===== src/hdl/pkc_pkg.sv =====
`timescale 1ns / 1ps
// ----------------------------------------------------------------------------
// pkc_pkg: shared types and constants of the keyword nesting checker
// keyword codes, stack entries, lexer modes, status codes and the event record
// ----------------------------------------------------------------------------
package pkc_pkg;

    // construct stack
    localparam int STACK_DEPTH = 64;
    localparam int STK_AW      = (STACK_DEPTH > 1) ? $clog2(STACK_DEPTH) : 1;
    localparam int STK_DW      = $clog2(STACK_DEPTH + 1);

    // event queue between lexer and stack checker, a power of two
    localparam int QUEUE_DEPTH = 4;
    localparam int QUEUE_AW    = $clog2(QUEUE_DEPTH);
    localparam int QUEUE_CW    = $clog2(QUEUE_DEPTH + 1);

    localparam int              LINE_W   = 20;
    localparam logic [LINE_W-1:0] LINE_MAX = 20'hFFFFF;
    localparam int              DEPTH_OUT_W = 7;
    localparam int              WORD_W   = 30;

    // special characters
    localparam logic [7:0] CH_LBRACE = 8'h7B;
    localparam logic [7:0] CH_RBRACE = 8'h7D;
    localparam logic [7:0] CH_SQUOTE = 8'h27;
    localparam logic [7:0] CH_DQUOTE = 8'h22;
    localparam logic [7:0] CH_SLASH  = 8'h2F;
    localparam logic [7:0] CH_NL     = 8'h0A;

    // keyword patterns, five bits a letter, A is one
    localparam logic [WORD_W-1:0] WORD_BEGIN  = 30'({5'd2, 5'd5, 5'd7, 5'd9, 5'd14});
    localparam logic [WORD_W-1:0] WORD_END    = 30'({5'd5, 5'd14, 5'd4});
    localparam logic [WORD_W-1:0] WORD_REPEAT = 30'({5'd18, 5'd5, 5'd16, 5'd5, 5'd1, 5'd20});
    localparam logic [WORD_W-1:0] WORD_UNTIL  = 30'({5'd21, 5'd14, 5'd20, 5'd9, 5'd12});
    localparam logic [WORD_W-1:0] WORD_CASE   = 30'({5'd3, 5'd1, 5'd19, 5'd5});
    localparam logic [WORD_W-1:0] WORD_RECORD = 30'({5'd18, 5'd5, 5'd3, 5'd15, 5'd18, 5'd4});

    typedef enum logic [2:0] {
        KW_NONE   = 3'd0,
        KW_BEGIN  = 3'd1,
        KW_END    = 3'd2,
        KW_REPEAT = 3'd3,
        KW_UNTIL  = 3'd4,
        KW_CASE   = 3'd5,
        KW_RECORD = 3'd6
    } t_kw;

    typedef enum logic [1:0] {
        ENT_BEGIN  = 2'd0,
        ENT_REPEAT = 2'd1,
        ENT_CASE   = 2'd2,
        ENT_RECORD = 2'd3
    } t_entry;

    typedef enum logic [2:0] {
        MODE_NORMAL = 3'd0,
        MODE_BRACE  = 3'd1,
        MODE_SQUOTE = 3'd2,
        MODE_DQUOTE = 3'd3,
        MODE_LINE   = 3'd4
    } t_mode;

    typedef enum logic [3:0] {
        ST_OK                 = 4'd0,
        ST_WORD_IN_RECORD     = 4'd1,
        ST_OPENER_OUTSIDE     = 4'd2,
        ST_RECORD_AFTER_BEGIN = 4'd3,
        ST_CLOSE_EMPTY        = 4'd4,
        ST_UNTIL_MISMATCH     = 4'd5,
        ST_END_MISMATCH       = 4'd6,
        ST_UNCLOSED           = 4'd7,
        ST_OVERFLOW           = 4'd8
    } t_status;

    // one request from lexer to stack checker
    typedef struct packed {
        t_kw               kw;        // keyword finished by this byte
        logic [LINE_W-1:0] line;      // line before this byte
        logic              line_inc;  // this byte moves to the next line
        logic              fin;       // last byte of the file
    } t_event;

    function automatic t_kw classify(logic [WORD_W-1:0] w, logic too_long);
        t_kw kw;
        kw = KW_NONE;
        if (!too_long) begin
            case (w)
                WORD_BEGIN:  kw = KW_BEGIN;
                WORD_END:    kw = KW_END;
                WORD_REPEAT: kw = KW_REPEAT;
                WORD_UNTIL:  kw = KW_UNTIL;
                WORD_CASE:   kw = KW_CASE;
                WORD_RECORD: kw = KW_RECORD;
                default:     kw = KW_NONE;
            endcase
        end
        return kw;
    endfunction

    function automatic logic [DEPTH_OUT_W-1:0] sat_depth(logic [STK_DW-1:0] d);
        logic [DEPTH_OUT_W-1:0] r;
        if (32'(d) > 32'd127) r = 7'd127;
        else                  r = DEPTH_OUT_W'(d);
        return r;
    endfunction

endpackage


===== src/hdl/pkc_ram.sv =====
`timescale 1ns / 1ps
// ----------------------------------------------------------------------------
// pkc_ram: generic single write port ram
// one write and one read address a cycle, read data registered
// ----------------------------------------------------------------------------
module pkc_ram #(
    parameter int WIDTH = 2,
    parameter int DEPTH = 64,
    parameter int AW    = (DEPTH > 1) ? $clog2(DEPTH) : 1
) (
    input  logic             i_clk,
    input  logic             i_we,
    input  logic [AW-1:0]    i_waddr,
    input  logic [WIDTH-1:0] i_wdata,
    input  logic [AW-1:0]    i_raddr,
    output logic [WIDTH-1:0] o_rdata
);

    logic [WIDTH-1:0] r_mem [DEPTH];
    logic [WIDTH-1:0] r_rdata;

    always_ff @(posedge i_clk) begin
        if (i_we) begin
            r_mem[i_waddr] <= i_wdata;
        end
        r_rdata <= r_mem[i_raddr];
    end

    assign o_rdata = r_rdata;

endmodule


===== src/hdl/pkc_check.sv =====
`timescale 1ns / 1ps
// ----------------------------------------------------------------------------
// pkc_check: back end of the keyword nesting checker
// construct stack with top in a register, error latch and result register
// ----------------------------------------------------------------------------
module pkc_check (
    input  logic                                i_clk,
    input  logic                                i_rst_n,
    input  logic                                i_ev_valid,
    input  pkc_pkg::t_event                     i_ev,
    output logic                                o_ev_pop,
    output logic                                o_valid,
    input  logic                                i_ready,
    output logic [3:0]                          o_status,
    output logic [pkc_pkg::LINE_W-1:0]          o_line,
    output logic [2:0]                          o_kw,
    output logic [pkc_pkg::DEPTH_OUT_W-1:0]     o_depth
);

    import pkc_pkg::*;

    logic [STK_DW-1:0]      r_depth, n_depth;
    t_entry                 r_top, n_top;
    t_entry                 r_byp, n_byp;
    logic                   r_use_byp, n_use_byp;
    logic                   r_begin_seen, n_begin_seen;
    logic                   r_in_record, n_in_record;
    logic                   r_err, n_err;
    logic                   r_out_valid, n_out_valid;
    t_status                r_out_status, n_out_status;
    logic [LINE_W-1:0]      r_out_line, n_out_line;
    t_kw                    r_out_kw, n_out_kw;
    logic [DEPTH_OUT_W-1:0] r_out_depth, n_out_depth;

    logic                   take;
    logic                   full, empty;
    logic                   push, pop, fail;
    t_entry                 push_ent;
    t_status                fail_status;
    t_entry                 below;
    logic [1:0]             ram_rdata;
    logic [STK_DW-1:0]      rd_full, wr_full;

    assign take  = i_ev_valid && (!r_out_valid || i_ready);
    assign full  = (r_depth == STK_DW'(STACK_DEPTH));
    assign empty = (r_depth == '0);
    assign below = r_use_byp ? r_byp : t_entry'(ram_rdata);

    // entries below the top live in ram, read address follows next depth
    assign rd_full = n_depth - STK_DW'(2);
    assign wr_full = r_depth - STK_DW'(1);

    pkc_ram #(
        .WIDTH (2),
        .DEPTH (STACK_DEPTH)
    ) u_stack_ram (
        .i_clk   (i_clk),
        .i_we    (push && !empty),
        .i_waddr (wr_full[STK_AW-1:0]),
        .i_wdata (r_top),
        .i_raddr (rd_full[STK_AW-1:0]),
        .o_rdata (ram_rdata)
    );

    always_ff @(posedge i_clk) begin
        if (!i_rst_n) begin
            r_depth      <= '0;
            r_use_byp    <= 1'b0;
            r_begin_seen <= 1'b0;
            r_in_record  <= 1'b0;
            r_err        <= 1'b0;
            r_out_valid  <= 1'b0;
        end else begin
            r_depth      <= n_depth;
            r_use_byp    <= n_use_byp;
            r_begin_seen <= n_begin_seen;
            r_in_record  <= n_in_record;
            r_err        <= n_err;
            r_out_valid  <= n_out_valid;
        end
    end

    always_ff @(posedge i_clk) begin
        r_top        <= n_top;
        r_byp        <= n_byp;
        r_out_status <= n_out_status;
        r_out_line   <= n_out_line;
        r_out_kw     <= n_out_kw;
        r_out_depth  <= n_out_depth;
    end

    always_comb begin
        push        = 1'b0;
        pop         = 1'b0;
        fail        = 1'b0;
        push_ent    = ENT_BEGIN;
        fail_status = ST_OK;
        n_begin_seen = r_begin_seen;
        n_in_record  = r_in_record;
        n_err        = r_err;

        if (take && !r_err && (i_ev.kw != KW_NONE)) begin
            if (r_in_record && (i_ev.kw != KW_END)) begin
                fail        = 1'b1;
                fail_status = ST_WORD_IN_RECORD;
            end else begin
                unique case (i_ev.kw) inside
                    KW_BEGIN: begin
                        n_begin_seen = 1'b1;
                        if (full) begin
                            fail        = 1'b1;
                            fail_status = ST_OVERFLOW;
                        end else begin
                            push     = 1'b1;
                            push_ent = ENT_BEGIN;
                        end
                    end
                    KW_REPEAT, KW_CASE: begin
                        if (empty) begin
                            fail        = 1'b1;
                            fail_status = ST_OPENER_OUTSIDE;
                        end else if (full) begin
                            fail        = 1'b1;
                            fail_status = ST_OVERFLOW;
                        end else begin
                            push     = 1'b1;
                            push_ent = (i_ev.kw == KW_REPEAT) ? ENT_REPEAT : ENT_CASE;
                        end
                    end
                    KW_RECORD: begin
                        n_in_record = 1'b1;
                        if (r_begin_seen) begin
                            fail        = 1'b1;
                            fail_status = ST_RECORD_AFTER_BEGIN;
                        end else if (full) begin
                            fail        = 1'b1;
                            fail_status = ST_OVERFLOW;
                        end else begin
                            push     = 1'b1;
                            push_ent = ENT_RECORD;
                        end
                    end
                    KW_UNTIL: begin
                        if (empty) begin
                            fail        = 1'b1;
                            fail_status = ST_CLOSE_EMPTY;
                        end else if (r_top != ENT_REPEAT) begin
                            fail        = 1'b1;
                            fail_status = ST_UNTIL_MISMATCH;
                        end else begin
                            pop = 1'b1;
                        end
                    end
                    KW_END: begin
                        if (empty) begin
                            fail        = 1'b1;
                            fail_status = ST_CLOSE_EMPTY;
                        end else if (r_top == ENT_REPEAT) begin
                            fail        = 1'b1;
                            fail_status = ST_END_MISMATCH;
                        end else begin
                            if (r_top == ENT_RECORD) n_in_record = 1'b0;
                            pop = 1'b1;
                        end
                    end
                    default: ;
                endcase
            end
        end

        // stack update, top of stack held in a register
        n_depth   = r_depth;
        n_top     = r_top;
        n_byp     = r_byp;
        n_use_byp = r_use_byp;
        if (push) begin
            n_depth   = r_depth + STK_DW'(1);
            n_top     = push_ent;
            n_byp     = r_top;
            n_use_byp = 1'b1;
        end else if (pop) begin
            n_depth   = r_depth - STK_DW'(1);
            n_top     = below;
            n_use_byp = 1'b0;
        end

        // result register
        n_out_valid  = r_out_valid && !i_ready;
        n_out_status = r_out_status;
        n_out_line   = r_out_line;
        n_out_kw     = r_out_kw;
        n_out_depth  = r_out_depth;
        if (fail) begin
            n_err        = 1'b1;
            n_out_valid  = 1'b1;
            n_out_status = fail_status;
            n_out_line   = i_ev.line;
            n_out_kw     = i_ev.kw;
            n_out_depth  = sat_depth(r_depth);
        end else if (take && !r_err && i_ev.fin) begin
            n_out_valid  = 1'b1;
            n_out_status = (n_depth != '0) ? ST_UNCLOSED : ST_OK;
            n_out_line   = i_ev.line + LINE_W'(i_ev.line_inc);
            n_out_kw     = KW_NONE;
            n_out_depth  = sat_depth(n_depth);
        end

        // end of file clears the checker state
        if (take && i_ev.fin) begin
            n_depth      = '0;
            n_use_byp    = 1'b0;
            n_begin_seen = 1'b0;
            n_in_record  = 1'b0;
            n_err        = 1'b0;
        end
    end

    assign o_ev_pop = take;
    assign o_valid  = r_out_valid;
    assign o_status = r_out_status;
    assign o_line   = r_out_line;
    assign o_kw     = r_out_kw;
    assign o_depth  = r_out_depth;

    a_depth_bound: assert property (@(posedge i_clk) disable iff (!i_rst_n)
        32'(r_depth) <= STACK_DEPTH)
        else $error("stack depth beyond capacity");

    a_fin_clears: assert property (@(posedge i_clk) disable iff (!i_rst_n)
        (take && i_ev.fin) |=> (r_depth == '0) && !r_err && !r_in_record)
        else $error("end of file left checker state behind");

    a_silent_after_error: assert property (@(posedge i_clk) disable iff (!i_rst_n)
        (take && r_err) |=> !r_out_valid)
        else $error("result produced after an error was latched");

    a_fail_reports: assert property (@(posedge i_clk) disable iff (!i_rst_n)
        fail |=> r_out_valid && (r_out_status != ST_OK) && (r_out_status != ST_UNCLOSED))
        else $error("error not reported");

endmodule


===== config.mk =====
export PLATFORM = sky130hd
export DESIGN_NAME = pkc_check
export DESIGN_NICKNAME = d
export VERILOG_FILES = /design/src/hdl/pkc_pkg.sv /design/src/hdl/pkc_ram.sv /design/src/hdl/pkc_check.sv
export SDC_FILE = /design/constraint.sdc
export NUM_CORES = 1
export LEC_CHECK = 0
export ABC_AREA = 1
export BUFFER_PORTS_ARGS = -buffer_cell sky130_fd_sc_hd__buf_2
export CAP_MARGIN = 0
export CORE_AREA = 2 2 132 134
export CTS_CLUSTER_DIAMETER = 40
export DETAILED_ROUTE_END_ITERATION = 10
export DIE_AREA = 0 0 134 136
export PLACE_DENSITY = 0.88
export SYNTH_ARGS = -nofsm -noshare
export SYNTH_HDL_FRONTEND = slang
export SYNTH_SLANG_ARGS = --single-unit

===== constraint.sdc =====
create_clock -name i_clk -period 3.25 [get_ports i_clk]
set_input_delay 0.4875 -clock i_clk [delete_from_list [all_inputs] [get_ports i_clk]]
set_output_delay 0.4875 -clock i_clk [all_outputs]
set_load 0.01 [all_outputs]

# Word level (Yosys, flattened, before mapping)
# Memories as Yosys holds them, arrays and structs flattened. A register that Yosys moved wholly into a read port is not among the register bits.
# Cells that the tools add are included.
# Widths: inputs -> output; s select.
# word_totals
wordCells,122
input_bits,29
regBits,50
memories,1
latch_bits,0
mem_bits_rw,128
out_inout_bits,36
romBits,0
# op_classes
add_sub_neg,4
n_shift,0
n_bitwise,2
muxes,66
order_cmp,0
div_mod_pow,0
multipliers,0
n_reduce_logical,23
n_eq_ne,14
# mem_list
name,depth,width,rd,rd_clocked_by_memory_dff,wr,line,rtl
u_stack_ram.r_mem,64,2,1,1,1,pkc_ram.sv:19,logic [WIDTH-1:0] r_mem [DEPTH];
# ops
operator,count
$mux 20,2
$mux 7,5
$mux 1,29
$mux 4,7
$mux 3,7
$add 20x1->20,1
$mux 2,10
$pmux 4 s5,1
$eq 3x3->1 const B,3
$logic_and 1x1->1,8
$add 7x1->7 const B,1
$eq 7x7->1 const B,1
$logic_not 7->1,1
$reduce_bool 7->1,1
$sub 7x1->7 const B,1
$eq 3x2->1 const B,2
$reduce_and 6->1,1
$reduce_bool 2->1,3
$sub 6x2->6 const B,1
$pmux 1 s5,1
$logic_not 1->1,4
$ne 2x1->1 const B,2
$ne 2x2->1 const B,2
$pmux 1 s2,2
11 further kinds,13

# Logic depth before layout (Yosys ltp)
# depth
word_depth,12
ltp_mapped,26
mapped_depth_nobuf,24

# Modules after synthesis
# From an unflattened synthesis, not the netlist that was laid out.
# hier_totals
cells_unflattened,890
area_unflattened_um2,8747.1
# by_module_without_submodules
module,n_inst,area_per_inst_um2,cells_each,seq_area_each_um2
pkc_ram,1,5614.1,520,3883.7
pkc_check,1,3133.0,370,1381.3

# Least setup slack after synthesis
# OpenSTA, ideal clock, no wires.
# synth_path
path_type,register -> register
start,register r_top[0]
end,register u_stack_ram.r_rdata[1] (netlist: u_stack_ram.o_rdata[1]) (read register of u_stack_ram.r_mem)
setup_slack_ns,-0.217
path_stages_with_launch,22
arrival_ns,3.354
path_cell_list,edfxtp_1 inv_1 nor2_1 inv_1 nand3_1 nand2_1 nand2_2 nand2_1 nand2_1 nand2_2 nand2_2 nand2_2 buf_6 buf_6 ha_1 inv_1 buf_1 nand3_1 nand3_1 nand3_1 nand3_1 nand2_1
# synth_between
elab_chain_len,10
elab_cells_between_ends,13
# synth_rtl
item,line,rtl
from (decl),pkc_check.sv:23,"t_entry r_top, n_top;"
from (signal assigned),pkc_check.sv:84,r_top <= n_top;
$eq 2x1->1 or $ne 2x1->1 (tied branches),"pkc_check.sv:158, pkc_check.sv:147",
"$mux 1, on equally long branches","pkc_check.sv:158, pkc_check.sv:147",
"$mux 1, on equally long branches","pkc_check.sv:155, pkc_check.sv:144",
$pmux 1 s2 (*),pkc_check.sv:107,unique case (i_ev.kw) inside
$mux 1 (*),pkc_check.sv:103,if (r_in_record && (i_ev.kw != KW_END)) begin
$mux 1 (*),pkc_check.sv:102,if (take && !r_err && (i_ev.kw != KW_NONE)) begin
$mux 7 (*),pkc_check.sv:181,end else if (pop) begin
$mux 7 (*),pkc_check.sv:176,if (push) begin
$mux 7 (*),pkc_check.sv:209,if (take && i_ev.fin) begin
$sub 6x2->6 (*),pkc_check.sv:50,assign rd_full = n_depth - STK_DW'(2);
to (decl),pkc_ram.sv:20,logic [WIDTH-1:0] r_rdata;
# Mark *: on every way between the ends. The rest lies on a longest branch, timed or not.
# A chain may end at the register's enable or synchronous reset.

# Worst setup path after layout
# layout_path
start,register r_depth[0]
end,register u_stack_ram.r_rdata[0] (netlist: u_stack_ram.o_rdata[0]) (read register of u_stack_ram.r_mem)
# layout_between
elab_chain_len,9
elab_cells_between_ends,19
# layout_rtl
item,line,rtl
from (decl),pkc_check.sv:22,"logic [STK_DW-1:0] r_depth, n_depth;"
from (signal assigned),pkc_check.sv:74,r_depth <= n_depth;
$eq 7x7->1,pkc_check.sv:45,assign full = (r_depth == STK_DW'(STACK_DEPTH));
$mux 1,"pkc_check.sv:110, pkc_check.sv:122, pkc_check.sv:135",
"$mux 1, on equally long branches","pkc_check.sv:132, pkc_check.sv:119",
$pmux 1 s3 (*),pkc_check.sv:107,
$mux 1 (*),pkc_check.sv:103,
$mux 1 (*),pkc_check.sv:102,
net push,pkc_check.sv:37,"logic push, pop, fail;"
$mux 7 (*),pkc_check.sv:176,
$mux 7 (*),pkc_check.sv:209,
$sub 6x2->6 (*),pkc_check.sv:50,
# Mark *: on every way through the listed nets, which the timed path passes. The rest lies on a longest branch.

==> flow_summary_export.csv <==
group,metric,value,unit
floorplan,floorplan.initialDensity,0.538,
critical_path,critPathLaunchType,"register",
critical_path,crit_path_end_kind,"register",
global_routing,gr_overflow_total,0,
finish,final_cell_mix,"sky130_fd_sc_hd__nand2_1, sky130_fd_sc_hd__edfxtp_1, sky130_fd_sc_hd__inv_1, sky130_fd_sc_hd__nand3_1, sky130_fd_sc_hd__nor2_1",
routing,vias_per_cell,5.72,
clock_network,clk_transition_reported_paths,70,ps
routing,drt-total-wl,22.5,mm
clock_network,postCtsSetupBuffers,0,
place,dp_cells,1264,
logic_synthesis,syn-num-nets,1016,
sta,headroom_to_the_max_slew_limit,0.539,
routing,dr.pass1.iters,6,
sta,fin_setup_tns,0,ps
place,detailedPlacementHpwl,14.9,mm
sta,final-max-slew-violation-count,0,
clock_network,clock_sink_count,180,
logic_synthesis,number_of_storage_elements_in_the_synthesis_netlist,180,
place,finalWeightedCongestion,0.962,
clock_network,ctsRootBufferMaster,"sky130_fd_sc_hd__clkbuf_16",
sta,post-route-min-period,3050,ps
floorplan,rows,48,
floorplan,boundaryPins,65,
finish,flow.area_growth_from_synthesis,14.4,%
sta,fin_worst_skew,8.28,ps
clock_network,htreeDepth,4,
logic_synthesis,post_synth.cell_area_avg,9.25,µm²
critical_path,path_delay_family,"simple AND/OR/NAND/NOR gates",
outcome,run_status,"completed",
global_routing,antenna_found_initial,0,
clock_network,cts_buffers,17,
finish,most_common_cell_after_layout_fill_and_taps_aside,"sky130_fd_sc_hd__nand2_1",
finish,drive_gt1_frac,0.158,
routing,num_vias,7413,
finish,antenna_cells_inserted,0,
power,leak,4.43,nW
routing,drcViolationCount,0,
logic_synthesis,ys_async_sr_fraction,0,
logic_synthesis,ys_warn_count,0,
global_routing,grt_pass1_vias,6927,
global_routing,largest_net_degree_at_the_start_of_global_routing,67,
logic_synthesis,synth-main-ff-cell,"sky130_fd_sc_hd__edfxtp_1",
routing,dr.first_iter.drc_count,951,
critical_path,worst-path-max-fanout,10,
logic_synthesis,synthCells,982,
floorplan,die_area,18200,µm²
critical_path,critical_path_required,3590,ps
critical_path,worst_path_most_repeated_cell,"sky130_fd_sc_hd__nand3_1",
clock_network,clock_tree.buffer_depth,2,
clock_network,cts-hold-fix-buffers,0,
finish,final_cells,1296,
critical_path,critical_path.cell_chain,"inv_2 -> ha_1 -> nand2_1 -> nor2_2 -> nand2_1 -> nand2_1 -> nand3_1 -> nand2_4 -> inv_2 -> o21ai_0 -> nand3_2 -> ha_4 -> nand4_1 -> nand2_2 -> inv_2 -> nand3_1 -> nand3_1 -> nand3_1 -> nand3_1 -> nand2_1",
logic_synthesis,synth_enable_flop_cells,166,
critical_path,critical_path_arrival,3390,ps
critical_path,critical_path_buf_inv_count,3,
logic_synthesis,seq_area_frac_synth,0.580,
place,io_buffers,64,
floorplan,die_w,134,µm
floorplan,core_region_area,16900,µm²
sta,report.final.hold_viol_count,0,
sta,worst_slew_pin_slew,690,ps
run,max_cap_violations,0,
sta,fin_hold_ws,350,ps
finish,finalNetCount,1092,
sta,min_period_over_period,0.939,
floorplan,die_height,136,µm
clock_network,cts_tree,"done",
critical_path,worst_path_largest_cell_delay,330,ps
power,ir_drop,412,µV
logic_synthesis,post_synthesis_cell_area,9080,µm²
power,cellPowerDensity,544,nW/µm²
logic_synthesis,synth.distinct_cells,43,
sta,setup_viol,0,
critical_path,critical-path-slowest-cell,"sky130_fd_sc_hd__dfxtp_1",
global_routing,grt_pass1_wl,35.6,mm
sta,fmax,328,MHz
routing,antenna_left,0,
clock_network,clock_insertion_delay_worst_skew,440,ps
routing,detail_route.wl_per_cell,17.4,µm
critical_path,timing_worst_setup_path_type,"reg -> reg",
min_path,type_of_the_tightest_min_delay_check,"in -> reg",
global_routing,overall_global_routing_resource_usage,0.256,
-- state kept, by name, indices dropped and copies added (netlist names) --
name,flops
u_stack_ram.r_mem,128
r_use_byp,1
r_top,2
r_err,1
o_kw,3
o_line,20
r_depth,7
r_begin_seen,1
o_valid,1
r_byp,2
o_status,4
r_in_record,1
u_stack_ram.o_rdata,2
o_depth,7
-- logic make-up (layout without fill, tap and decap cells) --
group                      after synthesis  count (layout)  synth area share
xor gates and xnor gates                25              25            0.0241
DFF                                    180             180             0.580
buffers and inverters                  203             292            0.0934
AOI/OAI and AO/OA                       39              39            0.0267
adders and majority gates                5               5           0.00689
muxes                                    2               2           0.00234
and+or+nand+nor                        528             528             0.267
-- synthesized netlist by cell type, types with 2 or more instances --
| cell | n | area [µm²] |
|---|---|---|
| sky130_fd_sc_hd__nand2_1 | 183 | 687 |
| sky130_fd_sc_hd__edfxtp_1 | 166 | 4980 |
| sky130_fd_sc_hd__inv_1 | 156 | 586 |
| sky130_fd_sc_hd__nand3_1 | 139 | 696 |
| sky130_fd_sc_hd__nor2_1 | 106 | 398 |
| sky130_fd_sc_hd__nand4_1 | 61 | 382 |
| sky130_fd_sc_hd__xor2_1 | 20 | 175 |
| sky130_fd_sc_hd__buf_2 | 15 | 75.1 |
| sky130_fd_sc_hd__dfxtp_1 | 14 | 280 |
| sky130_fd_sc_hd__o21ai_0 | 14 | 70.1 |
| sky130_fd_sc_hd__inv_2 | 10 | 37.5 |
| sky130_fd_sc_hd__nor3_1 | 10 | 50.1 |
| sky130_fd_sc_hd__nand2_2 | 9 | 56.3 |
| sky130_fd_sc_hd__buf_4 | 8 | 60.1 |
| sky130_fd_sc_hd__a21oi_1 | 6 | 30.0 |
| sky130_fd_sc_hd__clkbuf_1 | 6 | 22.5 |
| sky130_fd_sc_hd__o21ai_1 | 6 | 30.0 |
| sky130_fd_sc_hd__buf_6 | 5 | 56.3 |
| sky130_fd_sc_hd__ha_1 | 5 | 62.6 |
| sky130_fd_sc_hd__xnor2_1 | 5 | 43.8 |
| sky130_fd_sc_hd__nand3_2 | 4 | 40.0 |
| sky130_fd_sc_hd__nor4_1 | 4 | 25.0 |
| sky130_fd_sc_hd__and2_1 | 3 | 18.8 |
| sky130_fd_sc_hd__buf_1 | 3 | 11.3 |
| sky130_fd_sc_hd__nor2_2 | 3 | 18.8 |
| sky130_fd_sc_hd__nor3_2 | 2 | 20.0 |
| sky130_fd_sc_hd__o211ai_1 | 2 | 15.0 |
| sky130_fd_sc_hd__o211ai_2 | 2 | 25.0 |
-- routing by layer --
layer / global-route usage / up-vias / wire length (µm)
met2: 0.424 / 465 / 11100
li1: - / 3440 / -
met4: 0.121 / 0 / 691
met5: 0 / - / 0
met1: 0.329 / 3440 / 8590
met3: 0.0447 / 68 / 2130
-- final cells by class --
type                            count  area (µm²)
Fill cell                        1318        6480
Inverter                          166         623
Multi-Input combinational cell    599        3010
Sequential cell                   180        5270
Timing Repair Buffer               94         571
Clock inverter                     15         221
Clock buffer                       17         425
Tap cell                          225         282
-- stage by stage --
step | util | power, mW | setup slack [ps] | area [µm²]
final | 0.616 | 5.66 | 199 | 10400
after global routing | 0.616 | 5.83 | -67.9 | 10400
after CTS | 0.615 | 5.65 | 138 | 10400
after detailed placement | 0.577 | 3.44 | 149 | 9730
after global placement | 0.577 | 3.42 | 250 | 9730
after floorplan | - | 3.18 | 31.3 | 9110
-- tightest hold or removal path, stage by stage --
cell	delay [ps]
sky130_fd_sc_hd__buf_2	90
sky130_fd_sc_hd__nand2_1	50
sky130_fd_sc_hd__nand2_1	50
-- final timing paths --
kind                            slack (ps)  cells after the start                              to                 startpoint
worst max-delay path                   200                     20  u_stack_ram.o_rdata[0]$_DFF_P_      r_depth[0]$_SDFF_PN0_
worst min-delay path                   350                      3             o_line[0]$_DFFE_PP_                    i_ev[2]
worst max register to register         200                     20  u_stack_ram.o_rdata[0]$_DFF_P_      r_depth[0]$_SDFF_PN0_
worst min register to register         500                      2       r_begin_seen$_SDFFE_PP0P_  r_begin_seen$_SDFFE_PP0P_
-- power by group --
| part | internal, mW | total, mW | switching (mW) |
|---|---|---|---|
| registers | 2.63 | 2.66 | 0.0355 |
| clock network | 1.31 | 2.25 | 0.932 |
| logic | 0.230 | 0.751 | 0.522 |
| total | 4.17 | 5.66 | 1.49 |
-- timing repair --
action | in CTS | in global routing
endpoints found under the hold margin | 0 | 0
resized for setup | 0 | 4
setup endpoints to repair | 0 | 2
No activity file was read; power rests on OpenSTA's default activity.
